`src/rtl/core/brl_pkg.sv`:
```
`timescale 1ns / 1ps
// ----------------------------------------------------------------------------
// Bresenham line rasterizer package
// Shared widths, types and the control interface between controller and
// datapath.
// ----------------------------------------------------------------------------
package brl_pkg;

   localparam int COORD_BITS = 6;
   localparam int COLOR_BITS = 24;
   localparam int ERR_BITS   = COORD_BITS + 3;

   typedef logic [COORD_BITS-1:0]      coord_type;
   typedef logic [COLOR_BITS-1:0]      color_type;
   typedef logic signed [ERR_BITS-1:0] err_type;

   typedef enum logic [1:0] {
      ST_IDLE,
      ST_SETUP,
      ST_RUN
   } state_type;

   typedef struct packed {
      logic capture;
      logic setup;
      logic step;
   } ctrl_cmd_type;

   typedef struct packed {
      logic last_pixel;
   } dp_status_type;

endpackage

```
`src/rtl/core/brl_datapath.sv`:
```
`timescale 1ns / 1ps
// ----------------------------------------------------------------------------
// Bresenham line datapath
// Holds the request, derives the stepping setup and advances the error
// term one pixel per step into the output register.
// ----------------------------------------------------------------------------
module brl_datapath (
   input  logic                  clock,
   input  brl_pkg::ctrl_cmd_type cmd,
   output brl_pkg::dp_status_type status,
   input  brl_pkg::coord_type    req_start_x,
   input  brl_pkg::coord_type    req_start_y,
   input  brl_pkg::coord_type    req_end_x,
   input  brl_pkg::coord_type    req_end_y,
   input  brl_pkg::color_type    req_color,
   output brl_pkg::coord_type    rsp_pixel_x,
   output brl_pkg::coord_type    rsp_pixel_y,
   output brl_pkg::color_type    rsp_pixel_color,
   output logic                  rsp_last
);
   import brl_pkg::*;

   coord_type ax_ff, ay_ff, bx_ff, by_ff;
   color_type color_ff;

   coord_type pos_ff, pos_in;
   coord_type minor_ff, minor_in;
   coord_type cnt_ff, cnt_in;
   coord_type dmaj_ff, dmaj_in;
   coord_type dmin_ff, dmin_in;
   logic      neg_ff, neg_in;
   logic      xmaj_ff, xmaj_in;
   err_type   err_ff, err_in;

   coord_type out_x_ff, out_y_ff;
   color_type out_color_ff;
   logic      out_last_ff;

   logic      bx_gt_ax, by_gt_ay, fwd;
   coord_type dx_abs, dy_abs;
   coord_type x0, y0, x1, y1, maj0, maj1, min0, min1;
   err_type   twice_dmin_new, twice_dmin, twice_dmaj;
   logic      err_pos;

   always_comb begin
      bx_gt_ax = bx_ff > ax_ff;
      by_gt_ay = by_ff > ay_ff;
      dx_abs   = bx_gt_ax ? bx_ff - ax_ff : ax_ff - bx_ff;
      dy_abs   = by_gt_ay ? by_ff - ay_ff : ay_ff - by_ff;
      xmaj_in  = dx_abs > dy_abs;
      fwd      = xmaj_in ? bx_gt_ax : by_gt_ay;
      x0       = fwd ? ax_ff : bx_ff;
      y0       = fwd ? ay_ff : by_ff;
      x1       = fwd ? bx_ff : ax_ff;
      y1       = fwd ? by_ff : ay_ff;
      maj0     = xmaj_in ? x0 : y0;
      maj1     = xmaj_in ? x1 : y1;
      min0     = xmaj_in ? y0 : x0;
      min1     = xmaj_in ? y1 : x1;
      dmaj_in  = maj1 - maj0;
      neg_in   = min1 < min0;
      dmin_in  = neg_in ? min0 - min1 : min1 - min0;
      twice_dmin_new = err_type'({2'b00, dmin_in, 1'b0});
   end

   always_comb begin
      twice_dmin = err_type'({2'b00, dmin_ff, 1'b0});
      twice_dmaj = err_type'({2'b00, dmaj_ff, 1'b0});
      err_pos    = !err_ff[ERR_BITS-1] && (err_ff != '0);
      pos_in     = pos_ff + coord_type'(1);
      cnt_in     = cnt_ff - coord_type'(1);
      if (err_pos) begin
         minor_in = neg_ff ? minor_ff - coord_type'(1) : minor_ff + coord_type'(1);
         err_in   = err_ff - twice_dmaj + twice_dmin;
      end else begin
         minor_in = minor_ff;
         err_in   = err_ff + twice_dmin;
      end
   end

   always_ff @(posedge clock) begin
      if (cmd.capture) begin
         ax_ff    <= req_start_x;
         ay_ff    <= req_start_y;
         bx_ff    <= req_end_x;
         by_ff    <= req_end_y;
         color_ff <= req_color;
      end
      if (cmd.setup) begin
         pos_ff   <= maj0;
         minor_ff <= min0;
         cnt_ff   <= dmaj_in;
         dmaj_ff  <= dmaj_in;
         dmin_ff  <= dmin_in;
         neg_ff   <= neg_in;
         xmaj_ff  <= xmaj_in;
         err_ff   <= twice_dmin_new - err_type'({3'b000, dmaj_in});
      end else if (cmd.step) begin
         pos_ff   <= pos_in;
         minor_ff <= minor_in;
         cnt_ff   <= cnt_in;
         err_ff   <= err_in;
      end
      if (cmd.step) begin
         out_x_ff     <= xmaj_ff ? pos_ff : minor_ff;
         out_y_ff     <= xmaj_ff ? minor_ff : pos_ff;
         out_color_ff <= color_ff;
         out_last_ff  <= (cnt_ff == '0);
      end
   end

   assign status.last_pixel = (cnt_ff == '0);
   assign rsp_pixel_x       = out_x_ff;
   assign rsp_pixel_y       = out_y_ff;
   assign rsp_pixel_color   = out_color_ff;
   assign rsp_last          = out_last_ff;

endmodule

```
`src/rtl/core/brl_controller.sv`:
```
`timescale 1ns / 1ps
// ----------------------------------------------------------------------------
// Bresenham line controller
// Sequences request capture, setup and pixel stepping, and owns the
// handshake state of both channels.
// ----------------------------------------------------------------------------
module brl_controller (
   input  logic                   clock,
   input  logic                   reset,
   input  logic                   req_valid,
   output logic                   req_stall,
   output logic                   rsp_valid,
   input  logic                   rsp_stall,
   output brl_pkg::ctrl_cmd_type  cmd,
   input  brl_pkg::dp_status_type status
);
   import brl_pkg::*;

   state_type state_ff, state_in;
   logic      rsp_valid_ff, rsp_valid_in;
   logic      out_free;

   always_ff @(posedge clock) begin
      if (reset) begin
         state_ff     <= ST_IDLE;
         rsp_valid_ff <= 1'b0;
      end else begin
         state_ff     <= state_in;
         rsp_valid_ff <= rsp_valid_in;
      end
   end

   always_comb begin
      out_free     = !rsp_valid_ff || !rsp_stall;
      state_in     = state_ff;
      cmd          = '0;
      req_stall    = 1'b1;
      rsp_valid_in = rsp_valid_ff && rsp_stall;
      case (state_ff)
         ST_IDLE: begin
            req_stall = 1'b0;
            if (req_valid) begin
               cmd.capture = 1'b1;
               state_in    = ST_SETUP;
            end
         end
         ST_SETUP: begin
            cmd.setup = 1'b1;
            state_in  = ST_RUN;
         end
         ST_RUN: begin
            if (out_free) begin
               cmd.step     = 1'b1;
               rsp_valid_in = 1'b1;
               if (status.last_pixel) begin
                  state_in = ST_IDLE;
               end
            end
         end
         default: begin
            state_in = ST_IDLE;
         end
      endcase
   end

   assign rsp_valid = rsp_valid_ff;

endmodule

```
`src/rtl/core/bresenham_line_rasterizer.sv`:
```
`timescale 1ns / 1ps
// ----------------------------------------------------------------------------
// Bresenham line rasterizer
// Turns one line request into the ordered stream of its pixels.
// ----------------------------------------------------------------------------
// Usage:
// The request channel (req_) carries two endpoints and a color; an item is
// taken when req_valid is high and req_stall is low. The block then emits
// the line's pixels on the result channel (rsp_), one item per pixel, in
// stepping order along the major axis, with rsp_last set on the final one.
// A line of major length d gives d + 1 pixels. The request is captured, the
// error term is set up, and the first step then loads the first pixel into
// the output register; further pixels follow one per cycle while the
// receiver does not stall, as the error loop advances one pixel per step.
// req_stall stays high from the request until the last pixel has entered
// the output register. When the receiver stalls, the output register holds
// its pixel and the stepping pauses. A synchronous reset returns the
// controller to idle and drops rsp_valid.
// ----------------------------------------------------------------------------
module bresenham_line_rasterizer (
   input  logic               clock,
   input  logic               reset,
   input  logic               req_valid,
   output logic               req_stall,
   input  brl_pkg::coord_type req_start_x,
   input  brl_pkg::coord_type req_start_y,
   input  brl_pkg::coord_type req_end_x,
   input  brl_pkg::coord_type req_end_y,
   input  brl_pkg::color_type req_color,
   output logic               rsp_valid,
   input  logic               rsp_stall,
   output brl_pkg::coord_type rsp_pixel_x,
   output brl_pkg::coord_type rsp_pixel_y,
   output brl_pkg::color_type rsp_pixel_color,
   output logic               rsp_last
);
   import brl_pkg::*;

   ctrl_cmd_type  cmd;
   dp_status_type status;

   brl_controller u_controller (
      .clock     (clock),
      .reset     (reset),
      .req_valid (req_valid),
      .req_stall (req_stall),
      .rsp_valid (rsp_valid),
      .rsp_stall (rsp_stall),
      .cmd       (cmd),
      .status    (status)
   );

   brl_datapath u_datapath (
      .clock           (clock),
      .cmd             (cmd),
      .status          (status),
      .req_start_x     (req_start_x),
      .req_start_y     (req_start_y),
      .req_end_x       (req_end_x),
      .req_end_y       (req_end_y),
      .req_color       (req_color),
      .rsp_pixel_x     (rsp_pixel_x),
      .rsp_pixel_y     (rsp_pixel_y),
      .rsp_pixel_color (rsp_pixel_color),
      .rsp_last        (rsp_last)
   );

endmodule

```
`config.mk`:
```
export PLATFORM = sky130hd
export DESIGN_NAME = bresenham_line_rasterizer
export DESIGN_NICKNAME = d
export VERILOG_FILES = /design/src/rtl/core/brl_pkg.sv /design/src/rtl/core/brl_datapath.sv /design/src/rtl/core/brl_controller.sv /design/src/rtl/core/bresenham_line_rasterizer.sv
export SDC_FILE = /design/constraint.sdc
export NUM_CORES = 1
export LEC_CHECK = 0
export BUFFER_PORTS_ARGS = -buffer_cell sky130_fd_sc_hd__buf_4
export CORE_UTILIZATION = 35
export DETAILED_ROUTE_END_ITERATION = 8
export PLACE_DENSITY_LB_ADDON = 0.1
export SYNTH_ARGS = -nofsm -noshare
export SYNTH_HDL_FRONTEND = slang
export SYNTH_HIERARCHICAL = 1
export SYNTH_SLANG_ARGS = --single-unit
```
`constraint.sdc`:
```
create_clock -name clock -period 12.7 [get_ports clock]
set_clock_uncertainty 0.05 [all_clocks]
set_input_delay 2.54 -clock clock [delete_from_list [all_inputs] [get_ports clock]]
set_output_delay 2.54 -clock clock [all_outputs]
set_load 0.01 [all_outputs]
```
==> out/results.tsv, run 1 <==
metric	value	unit
status	complete, no violations	
clock latency on the worst-skew pair	420	ps
Distinct cells, synth	67	
maxcap violations	0	
R2R Path End	u_datapath/err_ff[8]	
Worst Setup End Kind	flip-flop	
largest net degree at the start of global routing	67	
dpl hpwl	14300	um
Final #Nets	965	
DIE AREA	23700	um^2
die extent in x	154	um
Routed WL	18900	um
CP Max Fanout	27	
RSZ-0062 raised after global routing	no	
Initial Utilization	35.7	%
CTS Buffer Depth	2	
share of cells above drive strength 1	19.2	%
Iteration-0 DRC Markers	339	
f_max	107	MHz
Hold WC Path Type	flip-flop to flip-flop	
synthesized area	8090	um^2
Post-Synthesis Cells	739	
crit path time final	9340	ps
Fin. Hold Viols	0	
Worst R2R Start	u_datapath/ax_ff[2]	
crit-path most repeated cell	a21oi_1	
Worst path max stage delay	650	ps
initial antenna violation count	0	
relative slew slack	52.7	%
EDFF count, synth	126	
Setup Fix Bufs, Post-CTS	0	
drt wl/cell	16.7	um
Worst path top cell family by delay	compound AO/OA/AOI/OAI gates	
sequential-to-total area share from yosys stat	47.5	%
crit path kind	flip-flop to flip-flop	
Data required, critical path	12910	ps
CTS root buf	clkbuf_16	
Worst-path clk slew	60	ps
core box area	22600	um^2
HP Start	u_datapath/color_ff[22]	
Die Ht	154	um
synthesis-stage register bit count	129	
final setup violating endpoints	0	
post-synth top area share	46.8	%
Worst R2R Path Depth	35	
number of global-route vias before repair	5831	
Resize count post-CTS	0	
largest cells by area after synthesis	edfxtp_1 (47%), ha_1 (9.9%), fa_1 (4.2%), inv_1 (4.1%), a21oi_1 (4.0%)	
# IOs	91	
cts bufs inserted	17	
syn_area_per_cell	10.9	um^2
RD Place Congestion	0.925	
hold endpoint	u_datapath/rsp_pixel_color[22]	
Synth warnings	6	
post-layout util	43.0	%
slowest CP cell	mux2i_4	
Residual DRC	0	
H-tree levels	4	
final period utilization	73.6	%
post-synthesis async set-or-reset flop share	0	%
crit path DAT	9550	ps
diodes inserted	0	
Buffers on Ports	90	
P&R area growth vs syn	20.3	%
setup TNS	0	ps
Primary FF master, synth	edfxtp_1	
Pre-Repair DR Iteration Count	6	
max-slew violations	0	
Total GRT Usage	16.8	%
post-route ant nets	0	
Bufs and invs on worst path	4	
Synth area leader	edfxtp_1	
CTS tree	yes	
Sink Count	129	
hold depth	0	
critical path launch point type	flip-flop	
worst slew pin tran	709	ps
Vias	5658	
GR Overflow Total	0	
first-pass GRT wire length	30600	um
R2R setup slack	3360	ps
CTS hold repair buffers	0	
Via density	5.01	
row count	55	
Post-Syn Nets	872	
cell usage in the layout, fill, tap and decap left out, types with 4 or more instances in the layout:
cell,netlist,routed
o21a_1,4,4
buf_4,2,97
o21ai_1,5,5
nand2_1,55,55
xor2_1,16,16
ha_1,64,64
nand2b_1,7,7
o22ai_1,6,6
a211oi_1,10,10
and2_1,4,4
fa_1,17,17
nor2b_1,11,11
a21oi_1,65,64
inv_1,89,88
o21bai_1,7,7
nand3_1,7,7
xnor2_1,30,30
clkbuf_16,0,17
o21ai_0,20,20
mux2i_1,19,19
nor2_1,58,58
mux2_2,14,14
inv_8,0,8
nor3_1,4,4
edfxtp_1,126,126
o211ai_1,4,4
a21o_1,15,15
through the flow:
step	hold WS, ps	cells	setup slack [ps]	area [um^2]
finish	369	1130	3360	9730
global placement	350	1098	3570	9090
detailed placement	355	1098	3440	9090
CTS	367	1130	3380	9730
floorplan	350	739	4800	8090
global route	375	1130	2680	9730
layout make-up:
type                       count  area [um^2]
tap                          285          357
timing repair buffer          97          728
fill                        2159        12900
sequential                   129         3840
clock inverter                15          209
inverter                      91          342
clock buffer                  17          425
multi-input combinational    496         3820
synthesized netlist by cell type, types with 5 or more instances:
| master | instances |
|---|---|
| nand3_1 | 7 |
| edfxtp_1 | 126 |
| a21oi_1 | 65 |
| o21ai_0 | 20 |
| nand2_1 | 55 |
| o21ai_1 | 5 |
| nand2b_1 | 7 |
| fa_1 | 17 |
| ha_1 | 64 |
| xor2_1 | 16 |
| o21bai_1 | 7 |
| nor2b_1 | 11 |
| clkbuf_1 | 15 |
| inv_1 | 89 |
| xnor2_1 | 30 |
| mux2_2 | 14 |
| nor2_1 | 58 |
| a211oi_1 | 10 |
| o22ai_1 | 6 |
| a21o_1 | 15 |
| mux2i_1 | 19 |
registers in the layout, indices dropped and copies added (netlist names):
signal	flops
u_datapath/by_ff	6
u_controller/rsp_valid	1
u_datapath/cnt_ff	6
u_datapath/dmin_ff	6
u_datapath/xmaj_ff	1
u_datapath/minor_ff	6
u_datapath/dmaj_ff	6
u_datapath/rsp_last	1
u_datapath/ay_ff	6
u_datapath/neg_ff	1
u_datapath/ax_ff	6
u_datapath/bx_ff	6
u_datapath/rsp_pixel_y	6
u_datapath/rsp_pixel_x	6
u_controller/state_ff	2
u_datapath/pos_ff	6
u_datapath/color_ff	24
u_datapath/rsp_pixel_color	24
u_datapath/err_ff	9
worst reg2reg max path: cells and delay by family (launching register included):
| family | cells | cell delay (ps) |
|---|---|---|
| compound gates | 13 | 2750 |
| fa+ha+maj | 5 | 1640 |
| mux | 4 | 1480 |
| simple gates | 8 | 1340 |
| buf+inv | 4 | 1160 |
| flops | 1 | 610 |
| xor+xnor | 1 | 150 |
kinds of logic (layout without fill, tap and decap cells):
group / Yosys count / after routing / synth area share [%]
AOI/OAI and AO/OA: 167 / 167 / 13.5
and+or+nand+nor: 165 / 165 / 9.30
DFF: 129 / 129 / 47.5
buffers and inverters: 114 / 220 / 5.43
adders and majority gates: 81 / 81 / 14.1
xor gates and xnor gates: 47 / 47 / 5.18
muxes: 36 / 36 / 4.92
layer usage:
metal / GRT usage, % / vias up / routed length, um
li1: - / 2804 / -
met2: 28.5 / 125 / 9200
met5: 0 / - / 0
met1: 21.3 / 2704 / 8530
met4: 6.24 / 0 / 483
met3: 3.02 / 25 / 650
worst max path at each step:
stage                        startpoint                    to  slack, ps  depth (start not counted)
floorplan           u_datapath/ax_ff[2]  u_datapath/err_ff[7]       4800                         38
global route        u_datapath/ax_ff[2]  u_datapath/err_ff[7]       2680                         35
detailed placement  u_datapath/ax_ff[2]  u_datapath/err_ff[8]       3440                         35
CTS                 u_datapath/ax_ff[2]  u_datapath/err_ff[8]       3380                         35
global placement    u_datapath/ax_ff[2]  u_datapath/err_ff[7]       3570                         35
finish              u_datapath/ax_ff[2]  u_datapath/err_ff[8]       3360                         35
Power of run 1 is left out: the tool's default activity adds up to more than one toggle a clock period on the data nets, which glitch-free logic cannot reach.
==> run 2: changes to the inputs <==
--- a/config.mk
+++ b/config.mk
@@ -5,6 +5,7 @@
 export SDC_FILE = /design/constraint.sdc
 export NUM_CORES = 1
 export LEC_CHECK = 0
+export ABC_AREA = 1
 export BUFFER_PORTS_ARGS = -buffer_cell sky130_fd_sc_hd__buf_4
 export CORE_UTILIZATION = 35
 export DETAILED_ROUTE_END_ITERATION = 8
==> constraint.sdc (replaced) <==
create_clock -name clock -period 8.4 [get_ports clock]
set_clock_uncertainty 0.05 [all_clocks]
set_input_delay 1.68 -clock clock [delete_from_list [all_inputs] [get_ports clock]]
set_output_delay 1.68 -clock clock [all_outputs]
set_load 0.01 [all_outputs]
==> run 2 against run 1 <==
  * Cell count is 15% higher
  * Critical path depth is 11 higher
  * Sequential cell count stayed put
  * Utilization is 0.20 points higher
  * Setup slack worse by 2400 ps
  * Critical endpoint is now u_datapath/err_ff[6]
  * Largest cell class unchanged
==> out/results.tsv, run 2 <==
metric	value	unit	change
Synth Area in Compound Gates	10.2	%	was 13.5%
synthesis-stage register bit count	129		unchanged
post-synthesis async set-or-reset flop share	0	%	unchanged
R2R Path End	u_datapath/err_ff[6]		was u_datapath/err_ff[8]
GR Overflow Total	0		unchanged
Worst R2R Start	u_datapath/by_ff[0]		was u_datapath/ax_ff[2]
Post-Synth Simple-Gate Area	17.4	%	was 9.30%
cts bufs inserted	17		unchanged
Commonest cells post-synth	nand2_1 (165), inv_1 (141), edfxtp_1 (126)		was edfxtp_1 (126), inv_1 (89), a21oi_1 (65)
Setup Fix Bufs, Post-CTS	0		unchanged
crit path DAT	7540	ps	was 9550 ps
RD Place Congestion	0.838		was 0.925
synthesized area	8250	um^2	was 8090 um^2
Worst R2R Path Depth	46		was 35
Post-Syn Nets	1010		was 872
largest family of logic cells by synthesized area	simple AND/OR/NAND/NOR gates		was adder cells
Residual DRC	0		unchanged
Fin. Hold Viols	0		unchanged
Iteration-0 DRC Markers	388		was 339
clock latency on the worst-skew pair	420	ps	about the same
HP Start	u_datapath/color_ff[18]		was u_datapath/color_ff[22]
Routed WL	17900	um	was 18900 um
core box area	22800	um^2	was 22600 um^2
number of global-route vias before repair	5998		was 5831
Hold WC Path Type	flip-flop to flip-flop		unchanged
Layout Cells excl Fill	1294		was 1130
CP Max Fanout	47		was 27
Worst path top cell family by delay	simple AND/OR/NAND/NOR gates		was compound AO/OA/AOI/OAI gates
sequential-to-total area share from yosys stat	46.6	%	was 47.5%
GR Layer Usage met2	27.2	%	was 28.5%
routing usage on met1	19.7	%	was 21.3%
drt wl/cell	13.9	um	was 16.7 um
worst slew pin tran	1010	ps	was 709 ps
die extent in x	156	um	was 154 um
Synth Area in Adders	13.8	%	was 14.1%
critical path launch point type	flip-flop		unchanged
Buffers on Ports	90		unchanged
CTS tree	yes		unchanged
dpl hpwl	13800	um	was 14300 um
Hold WS	370	ps	was 369 ps
initial antenna violation count	0		unchanged
CTS hold repair buffers	0		unchanged
post-route ant nets	0		unchanged
hold depth	0		unchanged
Worst-path clk slew	70	ps	was 60 ps
Initial Utilization	36.1	%	was 35.7%
H-tree levels	4		unchanged
Vias	5949		was 5658
share of cells above drive strength 1	17.7	%	was 19.2%
Worst Setup End Kind	flip-flop		unchanged
met3 Usage GRT	3.12	%	was 3.02%
# IOs	91		unchanged
Distinct cells, synth	51		was 67
GR peak layer	met2		unchanged
placed instance count	1262		was 1098
R2R setup slack	980	ps	was 3360 ps
status	complete, no violations		unchanged
CTS Buffer Depth	2		unchanged
P&R area growth vs syn	19.5	%	was 20.3%
RSZ-0062 raised after global routing	no		unchanged
XOR/XNOR Fraction of Synth Area	3.19	%	was 5.18%
Via density	4.60		was 5.01
Data required, critical path	8520	ps	was 12910 ps
count leader, synth	nand2_1		was edfxtp_1
diodes inserted	0		unchanged
final setup violating endpoints	0		unchanged
Pre-Repair DR Iteration Count	5		was 6
f_max	135	MHz	was 107 MHz
Final #Nets	1101		was 965
commonest non-fill, non-tap cell in the layout	nand2_1		was edfxtp_1
most frequent cells in the layout	nand2_1 (165), inv_1 (141), edfxtp_1 (126)		was edfxtp_1 (126), buf_4 (97), inv_1 (88)
Post-Synthesis Cells	877		was 739
Synth warnings	6		unchanged
crit path kind	flip-flop to flip-flop		unchanged
slowest CP cell	fa_1		was mux2i_4
largest net degree at the start of global routing	49		was 67
post-synth top area share	45.9	%	was 46.8%
maxcap violations	0		unchanged
Total GRT Usage	15.8	%	was 16.8%
final period utilization	88.3	%	was 73.6%
first-pass GRT wire length	29500	um	was 30600 um
CTS root buf	clkbuf_16		unchanged
crit path time final	7420	ps	was 9340 ps
Worst path max stage delay	420	ps	was 650 ps
largest cells by area after synthesis	edfxtp_1 (46%), ha_1 (9.7%), nand2_1 (7.5%), inv_1 (6.4%), o21ai_0 (4.5%)		was edfxtp_1 (47%), ha_1 (9.9%), fa_1 (4.2%), inv_1 (4.1%), a21oi_1 (4.0%)
hold endpoint	u_datapath/rsp_pixel_color[18]		was u_datapath/rsp_pixel_color[22]
Synth area leader	edfxtp_1		unchanged
setup TNS	0	ps	unchanged
Primary FF master, synth	edfxtp_1		unchanged
row count	55		unchanged
Die Ht	156	um	was 154 um
crit-path most repeated cell	inv_1		was a21oi_1
DIE AREA	24200	um^2	was 23700 um^2
Bufs and invs on worst path	8		was 4
relative slew slack	32.2	%	was 52.7%
max-slew violations	0		unchanged
mux share of post-synthesis cell area	0.485	%	was 4.92%
syn_area_per_cell	9.40	um^2	was 10.9 um^2
Sink Count	129		unchanged
EDFF count, synth	126		unchanged
[run 2: cell types whose count changed after synthesis, sizes merged, moves of 17 or more]
cell	previous run	this run
nand3	7	59
xnor2	30	13
nand2	56	186
mux2i	22	4
o21ai	25	78
inv	91	147
a21oi	65	43
[run 2: kinds of logic after synthesis]
family | after synthesis
compound gates | 148
xor+xnor | 30
fa+ha+maj | 81
buf+inv | 171
flops | 129
mux | 4
simple gates | 314
[run 2: worst reg2reg max path: cells and delay by family, from the launching register on]
family	cells	cell delay, ps
and+or+nand+nor	23	2620
adders and majority gates	6	1770
AOI/OAI and AO/OA	7	1350
buffers and inverters	8	580
DFF	1	390
muxes	1	280
xor gates and xnor gates	1	140
[run 2: stage by stage]
| step | area, um^2 | utilization [%] | setup WS [ps] |
|---|---|---|---|
| 2_1_floorplan | 8250 | - | 1800 |
| 3_3_place_gp | 9240 | 40.5 | 1030 |
| 3_5_place_dp | 9240 | 40.5 | 835 |
| 4_1_cts | 9850 | 43.1 | 793 |
| 5_1_grt | 9860 | 43.2 | 124 |
| 6_report | 9860 | 43.2 | 983 |
[run 2: worst max path at each step]
stage                     slack [ps]                   end           startpoint  cells past startpoint
final                            980  u_datapath/err_ff[6]  u_datapath/by_ff[0]                     46
after global routing             120  u_datapath/err_ff[6]  u_datapath/ay_ff[2]                     46
after floorplan                 1800  u_datapath/err_ff[6]  u_datapath/by_ff[0]                     46
after global placement          1030  u_datapath/err_ff[6]  u_datapath/by_ff[0]                     46
after CTS                        790  u_datapath/err_ff[6]  u_datapath/by_ff[0]                     46
after detailed placement         840  u_datapath/err_ff[6]  u_datapath/by_ff[0]                     46
[run 2: final cells by class]
type / instances / area [um^2]
Timing Repair Buffer: 94 / 706
Fill cell: 2270 / 13000
Sequential cell: 129 / 3840
Tap cell: 313 / 392
Clock inverter: 15 / 183
Clock buffer: 17 / 425
Multi-Input combinational cell: 577 / 3750
Inverter: 149 / 561
[run 2: what timing repair did]
| item | 4_1_cts | 5_1_grt |
|---|---|---|
| endpoints found under the hold margin | 0 | 0 |
| endpoints found under the setup margin | 0 | 1 |
| resized for setup | 0 | 2 |
[run 2: per-layer routing]
metal,wire [um],share of wire (%),vias to the layer above
li1,-,-,3113
met1,8420,47,2719
met2,8750,49,98
met3,447,2.5,19
met4,328,1.8,0
met5,0,0,-
Power of run 2 is left out for the same reason.
